## config.mk

```make
export PLATFORM = sky130hd
export DESIGN_NAME = float_sample_int_quantizer
export DESIGN_NICKNAME = d
export VERILOG_FILES = /design/src/rtl/fsiq_pkg.sv /design/src/rtl/fsiq_mul.sv /design/src/rtl/fsiq_rnd.sv /design/src/rtl/float_sample_int_quantizer.sv
export SDC_FILE = /design/constraint.sdc
export NUM_CORES = 2
export LEC_CHECK = 0
export BUFFER_PORTS_ARGS = -buffer_cell sky130_fd_sc_hd__buf_2
export CAP_MARGIN = 20
export CORE_ASPECT_RATIO = 1.4
export CORE_UTILIZATION = 60
export DETAILED_ROUTE_END_ITERATION = 8
export MAX_ROUTING_LAYER = met4
export PLACE_DENSITY = 0.74
export SLEW_MARGIN = 15
export SYNTH_ARGS = -nofsm -noshare
export SYNTH_HDL_FRONTEND = slang
export SYNTH_HIERARCHICAL = 1
export SYNTH_SLANG_ARGS = --single-unit
```

## constraint.sdc

```tcl
create_clock -name i_clk -period 9.58 [get_ports i_clk]
set_input_delay 1.916 -clock i_clk [delete_from_list [all_inputs] [get_ports i_clk]]
set_output_delay 1.916 -clock i_clk [all_outputs]
set_load 0.1 [all_outputs]
```

## src/rtl/fsiq_pkg.sv

```systemverilog
`default_nettype none
package fsiq_pkg;
    localparam logic [31:0] SCALE_RESET = 32'h462AA800;
    localparam logic        WIDE_RESET  = 1'b1;
    localparam logic        CFG_SCALE   = 1'b0;
    localparam logic        CFG_WIDE    = 1'b1;

    // stage 1 to stage 2: decoded operands and exact product
    typedef struct packed {
        logic        vld;
        logic        nan;
        logic        inf;
        logic        zero;
        logic        sign;
        logic        wide;
        logic [9:0]  expn;   // sum of biased exponents (bias 254 in total)
        logic [47:0] mant;
    } t_s1;

    // stage 2 to stage 3: rounded magnitude in 17 bits, big flags overflow
    typedef struct packed {
        logic        vld;
        logic        nan;
        logic        sign;
        logic        wide;
        logic        big;
        logic [16:0] mag;
    } t_s2;
endpackage
`default_nettype wire

```

## src/rtl/fsiq_mul.sv

```systemverilog
`default_nettype none
module fsiq_mul (
    input  wire logic        i_clk,
    input  wire logic        i_rst_n,
    input  wire logic        i_vld,
    input  wire logic [31:0] i_a,
    input  wire logic [31:0] i_b,
    input  wire logic        i_wide,
    output fsiq_pkg::t_s1    o_s1
);
    import fsiq_pkg::*;
    logic        a_nan, b_nan, a_inf, b_inf, a_zero, b_zero;
    logic [23:0] ma, mb;
    logic [9:0]  ea, eb;
    t_s1         r_s1, n_s1;

    // decode operands, subnormals get exponent 1 and no hidden bit
    always_comb begin
        a_nan  = (i_a[30:23] == 8'hFF) && (i_a[22:0] != 23'd0);
        b_nan  = (i_b[30:23] == 8'hFF) && (i_b[22:0] != 23'd0);
        a_inf  = (i_a[30:23] == 8'hFF) && (i_a[22:0] == 23'd0);
        b_inf  = (i_b[30:23] == 8'hFF) && (i_b[22:0] == 23'd0);
        a_zero = (i_a[30:0] == 31'd0);
        b_zero = (i_b[30:0] == 31'd0);
        ma = {(i_a[30:23] != 8'd0), i_a[22:0]};
        mb = {(i_b[30:23] != 8'd0), i_b[22:0]};
        ea = {2'b00, (i_a[30:23] == 8'd0) ? 8'd1 : i_a[30:23]};
        eb = {2'b00, (i_b[30:23] == 8'd0) ? 8'd1 : i_b[30:23]};
        n_s1.vld  = i_vld;
        n_s1.nan  = a_nan || b_nan || (a_inf && b_zero) || (b_inf && a_zero);
        n_s1.inf  = a_inf || b_inf;
        n_s1.zero = a_zero || b_zero;
        n_s1.sign = i_a[31] ^ i_b[31];
        n_s1.wide = i_wide;
        n_s1.expn = ea + eb;
        n_s1.mant = ma * mb;
    end

    always_ff @(posedge i_clk) begin
        if (!i_rst_n) begin
            r_s1.vld <= 1'b0;
        end else begin
            r_s1.vld <= n_s1.vld;
        end
        r_s1.nan  <= n_s1.nan;
        r_s1.inf  <= n_s1.inf;
        r_s1.zero <= n_s1.zero;
        r_s1.sign <= n_s1.sign;
        r_s1.wide <= n_s1.wide;
        r_s1.expn <= n_s1.expn;
        r_s1.mant <= n_s1.mant;
    end
    assign o_s1 = r_s1;
endmodule
`default_nettype wire

```

## src/rtl/fsiq_rnd.sv

```systemverilog
`default_nettype none
module fsiq_rnd (
    input  wire logic     i_clk,
    input  wire logic     i_rst_n,
    input  fsiq_pkg::t_s1 i_s1,
    output fsiq_pkg::t_s2 o_s2
);
    import fsiq_pkg::*;
    // value = mant * 2^(expn - 254 - 46); integer part when shift >= 0 left
    logic [10:0] sh;       // right shift amount = 300 - expn
    logic [47:0] ip;
    logic        half;
    logic [48:0] rnd;
    t_s2         r_s2, n_s2;

    always_comb begin
        sh   = 11'd300 - {1'b0, i_s1.expn};
        ip   = 48'd0;
        half = 1'b0;
        n_s2.big = 1'b0;
        if (i_s1.expn >= 10'd300) begin
            // 2^expn-300 times mant >= 2^46 when nonzero: far beyond 16 bits
            n_s2.big = (i_s1.mant != 48'd0);
        end else if (sh <= 11'd48) begin
            ip   = i_s1.mant >> sh[5:0];
            half = (sh == 11'd0) ? 1'b0 : i_s1.mant[sh[5:0] - 6'd1];
        end
        rnd = {1'b0, ip} + {48'd0, half};
        if (rnd[48:17] != 32'd0) n_s2.big = 1'b1;
        if (i_s1.inf) n_s2.big = 1'b1;
        n_s2.mag  = i_s1.zero ? 17'd0 : rnd[16:0];
        n_s2.vld  = i_s1.vld;
        n_s2.nan  = i_s1.nan;
        n_s2.sign = i_s1.sign;
        n_s2.wide = i_s1.wide;
    end

    always_ff @(posedge i_clk) begin
        if (!i_rst_n) begin
            r_s2.vld <= 1'b0;
        end else begin
            r_s2.vld <= n_s2.vld;
        end
        r_s2.nan  <= n_s2.nan;
        r_s2.sign <= n_s2.sign;
        r_s2.wide <= n_s2.wide;
        r_s2.big  <= n_s2.big;
        r_s2.mag  <= n_s2.mag;
    end
    assign o_s2 = r_s2;
endmodule
`default_nettype wire

```

## src/rtl/float_sample_int_quantizer.sv

```systemverilog
`default_nettype none
// float to int8/int16 quantizer
// start with busy low accepts one sample item per cycle; busy is always low
// item: i_sample_bits, an ieee single sample, multiplied by the scale register
// result: o_quantized, o_was_nan, o_clipped, shown for one cycle with o_done
// throughput one item per cycle through the three register stages:
// multiply, shift/round, clamp
// config: i_cfg_we with i_cfg_idx 0 writes scale, 1 writes wide mode
// reset: scale 10922.0, int16 mode, pipeline emptied
// the receiver cannot stall; results are never held back
module float_sample_int_quantizer (
    input  wire logic        i_clk,
    input  wire logic        i_rst_n,
    input  wire logic        start,
    output wire logic        busy,
    input  wire logic [31:0] i_sample_bits,
    input  wire logic        i_cfg_we,
    input  wire logic        i_cfg_idx,
    input  wire logic [31:0] i_cfg_data,
    output wire logic        o_done,
    output wire logic signed [15:0] o_quantized,
    output wire logic        o_was_nan,
    output wire logic        o_clipped
);
    import fsiq_pkg::*;
    logic [31:0] r_scale;
    logic        r_wide;
    t_s1         s1;
    t_s2         s2;
    logic        r_vld, n_vld;
    logic [15:0] r_q, n_q;
    logic        r_nan, n_nan, r_clip, n_clip;
    logic [16:0] hi;

    // configuration registers
    always_ff @(posedge i_clk) begin
        if (!i_rst_n) begin
            r_scale <= SCALE_RESET;
            r_wide  <= WIDE_RESET;
        end else if (i_cfg_we) begin
            case (i_cfg_idx)
                CFG_SCALE: r_scale <= i_cfg_data;
                CFG_WIDE:  r_wide  <= i_cfg_data[0];
                default:   r_wide  <= r_wide;
            endcase
        end
    end

    assign busy = 1'b0;

    fsiq_mul u_mul (.i_clk(i_clk), .i_rst_n(i_rst_n), .i_vld(start),
        .i_a(i_sample_bits), .i_b(r_scale), .i_wide(r_wide), .o_s1(s1));
    fsiq_rnd u_rnd (.i_clk(i_clk), .i_rst_n(i_rst_n), .i_s1(s1), .o_s2(s2));

    // clamp to symmetric range and apply sign; nan gives the most negative code
    always_comb begin
        hi     = s2.wide ? 17'd32767 : 17'd127;
        n_vld  = s2.vld;
        n_nan  = s2.nan;
        n_clip = 1'b0;
        n_q    = 16'd0;
        if (s2.nan) begin
            n_q = s2.wide ? 16'h8000 : 16'hFF80;
        end else if (s2.big || s2.mag > hi) begin
            n_clip = 1'b1;
            n_q    = s2.sign ? (16'd0 - hi[15:0]) : hi[15:0];
        end else begin
            n_q = s2.sign ? (16'd0 - s2.mag[15:0]) : s2.mag[15:0];
        end
    end

    always_ff @(posedge i_clk) begin
        if (!i_rst_n) begin
            r_vld <= 1'b0;
        end else begin
            r_vld <= n_vld;
        end
        r_q    <= n_q;
        r_nan  <= n_nan;
        r_clip <= n_clip;
    end

    assign o_done      = r_vld;
    assign o_quantized = r_q;
    assign o_was_nan   = r_nan;
    assign o_clipped   = r_clip;

    a_lat: assert property (@(posedge i_clk) disable iff (!i_rst_n)
        start |-> ##3 o_done) else $error("result lost");
    a_excl: assert property (@(posedge i_clk) disable iff (!i_rst_n)
        o_done |-> !(o_was_nan && o_clipped)) else $error("nan and clip");
    a_sent: assert property (@(posedge i_clk) disable iff (!i_rst_n)
        (o_done && !o_was_nan) |-> (r_q != 16'h8000)) else $error("sentinel");
endmodule
`default_nettype wire
```

==> impl_metrics.py <==
metrics = {
    "yosys": {
        "synthArstFlopShare_pct": 0,
        "yosys-top-cells-area": "fa_1, dfxtp_1, ha_1, inv_1, nand2_1",
        "netlist_instances": 3541,
        "yosys.area.top_type": "fa_1",
        "mappedNetlistArea_um2": 30100,
        "syn-mean-instance-area_um2": 8.49,
        "synth_cell_type_count": 105,
        "yosysWarnings": 6,
        "ys.flop_type": "dfxtp_1",
        "synth_edf_count": 0,
        "synth-seq-cells": 137,
        "synth.top_cell.area_share_pct": 32.2,
        "seq_area_frac_synth_pct": 9.12,
        "syn-num-nets": 4288,
    },
    "setup_path": {
        "worst_r2r_startpoint": "u_mul/o_s1[48]$_DFF_P_",
        "path_cells": "buf_2 -> nand2_1 -> fa_1 -> inv_1 -> fa_1 -> inv_1 -> fa_1 -> inv_1 -> fa_1 -> inv_1 -> fa_1 -> fa_1 -> inv_1 -> fa_1 -> ha_1 -> a21oi_1 -> o21ai_0 -> a211o_1 -> nor3_1 -> buf_4 -> o31ai_1 -> o21ai_0 -> o21ai_0 -> xnor2_1",
        "rrSetupSlack_ps": 1570,
        "endpoint_kind": "flip-flop",
        "cp.required_ps": 9900,
        "arrival_ps": 9090,
        "cpMaxStageDelayCell": "fa_1",
        "rr_endpoint": "u_rnd/o_s2[17]$_SDFF_PP1_",
        "slowest_delay_ps": 540,
        "critPathMostFrequentCell": "fa_1",
        "critPathLaunchType": "primary input",
        "path_max_fanout": 25,
        "crit_start": "i_sample_bits[9]",
        "rr_worst_depth": 20,
        "critical_path_class": "in -> reg",
    },
    "clock_tree": {
        "clk_latency_ps": 440,
        "cts_hold_buf": 0,
        "cts_buffers": 17,
        "clkTransAtPathRegs_ps": 60,
        "post_cts_buffers": 0,
        "clock-sinks": 137,
        "tritoncts": "yes",
        "cts_resized": 0,
        "htree_num_levels": 4,
        "clock-root-buffer": "clkbuf_16",
        "clock_path_buffers": 2,
    },
    "global_route": {
        "track_usage_pct": 40.4,
        "grt.overflow.total": 0,
        "grt_first_pass_wirelength_mm": 153,
        "grt_pass1_vias": 27500,
        "antenna_found_initial": 1,
        "grt_max_degree": 53,
    },
    "placed_design": {
        "dp_slack_ps": 410,
        "port_buffers": 87,
        "dp_hpwl_mm": 77.3,
        "gp_congestion": 1.03,
    },
    "worst_hold_path": {
        "hp-start": "u_mul/o_s1[62]$_DFF_P_",
        "whs_path_depth": 0,
        "hold-path-endpoint": "u_rnd/o_s2[20]$_DFF_P_",
        "hold_class": "reg -> reg",
    },
    "routing": {
        "drt_wl_total_mm": 97.0,
        "vias_per_cell": 6.28,
        "num_vias": 26000,
        "drc": 0,
        "drtPass1Iterations": 5,
        "wire_per_inst_um": 23.5,
        "drt-initial-drc-count": 2038,
        "drt.antenna.violating_nets": 0,
    },
    "floorplan": {
        "num_io_pins": 89,
        "initial_utilization_pct": 61.1,
        "die_h_um": 267,
        "die_w_um": 191,
        "rows": 96,
        "core_um2": 49200,
        "die_area_um2": 51000,
    },
    "sta": {
        "tightest_slew_ps": 1280,
        "timing.final.crit_share_pct": 91.6,
        "timing.setup.tns_ps": 0,
        "setup_slack_ps": 806,
        "skew_ps": 9.71,
        "hold_viol": 0,
        "setup_viol": 0,
        "maxSlewHeadroom_pct": 14.0,
        "fmax_ghz": 0.114,
        "rsz0062_at_grt": "false",
        "slew_viol_final": 0,
        "layout_min_cycle_time_ps": 8770,
    },
    "final_layout": {
        "utilization_pct": 63.8,
        "layout-drive-gt1-share_pct": 9.06,
        "finalNetCount": 4231,
        "area_growth_pct": 4.52,
    },
    "outcome": {
        "status": "complete, no violations",
    },
    "run": {
        "cap_violations": 0,
    },
}
[Yosys cell counts, drive strengths merged (8+ instances only)]
| cell | number |
|---|---|
| a211oi | 28 |
| a21boi | 26 |
| a21o | 37 |
| a21oi | 85 |
| a31oi | 17 |
| and2 | 243 |
| and3 | 15 |
| buf | 58 |
| clkbuf | 170 |
| dfxtp | 137 |
| fa | 483 |
| ha | 195 |
| inv | 541 |
| mux2 | 51 |
| mux2i | 84 |
| mux4 | 27 |
| nand2 | 529 |
| nand2b | 16 |
| nand3 | 74 |
| nand4 | 40 |
| nor2 | 152 |
| nor2b | 15 |
| nor3 | 60 |
| nor4 | 59 |
| o211ai | 20 |
| o21a | 9 |
| o21ai | 60 |
| o21bai | 9 |
| o22ai | 12 |
| o311ai | 8 |
| o31ai | 11 |
| o32ai | 13 |
| or2 | 14 |
| or3 | 15 |
| or4 | 14 |
| xnor2 | 42 |
| xor2 | 41 |
[kinds of logic after synthesis]
family,Yosys count,share of synthesized area (%)
AO/OA/AOI/OAI,432,10.4
other,2,0.0250
multiplexers,162,6.73
buffers and inverters,769,10.0
adder cells (fa/ha/maj),678,40.3
XOR/XNOR,83,2.53
AND/OR/NAND/NOR,1278,20.8
flip-flops,137,9.12
[metal layers]
layer	vias up	part of all wire, %	wire [µm]	track usage (%)
li1	11400	-	-	-
met1	12900	36	34600	43.8
met2	1319	50	48600	67.8
met3	391	6.7	6500	6.46
met4	0	7.5	7310	27.4
met5	-	0	0	-
[worst max-delay path by stage]
stage                              to  slack (ps)  cells past startpoint
4_1_cts        u_mul/o_s1[47]$_DFF_P_         870                     24
6_report       u_mul/o_s1[47]$_DFF_P_         810                     24
3_5_place_dp   u_mul/o_s1[47]$_DFF_P_         410                     24
5_1_grt        u_mul/o_s1[47]$_DFF_P_         500                     24
3_3_place_gp   u_mul/o_s1[47]$_DFF_P_         590                     24
2_1_floorplan  u_mul/o_s1[44]$_DFF_P_        1400                     23
[layout make-up]
cell class              instances  area [µm²]
clock buffers                  19         443
diodes                          1        2.50
flip-flops and latches        137        2750
clock inverters                13         111
fillers                      4271       17800
multi-input cells            2635       24400
repair buffers                152         928
well taps                     637         797
inverters                     541        2030
[stage by stage]
stage	cell area (µm²)	hold slack (ps)	std cells
2_1_floorplan	30100	310	3541
3_3_place_gp	30800	311	4098
3_5_place_dp	30800	315	4099
4_1_cts	31400	327	4131
5_1_grt	31400	329	4135
6_report	31400	327	4135
[layout by cell type (no fill, tap or decap), types with 7 or more instances in the layout]
cell type    n
inv_1      541
nand2_1    529
fa_1       483
and2_1     243
ha_1       194
nor2_1     151
dfxtp_1    133
buf_2       88
a21oi_1     84
mux2i_1     84
nand3_1     74
buf_4       61
nor3_1      60
nor4_1      55
o21ai_0     52
mux2_2      50
nand4_1     39
xor2_1      39
xnor2_1     39
a21o_1      36
mux4_2      27
a21boi_0    26
a211oi_1    25
o211ai_1    19
clkbuf_16   17
nand2b_1    16
a31oi_1     16
and3_1      15
nor2b_1     14
or3_1       14
or4_1       12
o22ai_1     12
o32ai_1     12
or2_2       11
o31ai_1     11
o21bai_1     9
o21a_1       9
and4_1       7
[state kept, by name, indices dropped and copies added (netlist names)]
register     cells
r_wide           1
o_clipped        1
o_done           1
o_quantized     16
u_mul/o_s1      63
u_rnd/o_s2      22
r_scale         32
o_was_nan        1
[worst max-delay path: cells and delay by family]
kind	cells	cell delay, ps
buffers and inverters	7	920
adder cells (fa/ha/maj)	8	3970
AND/OR/NAND/NOR	2	550
AO/OA/AOI/OAI	6	1570
XOR/XNOR	1	160
Power is not shown: default switching activity piles up to over one toggle a cycle in this logic, so the estimate is an artifact.
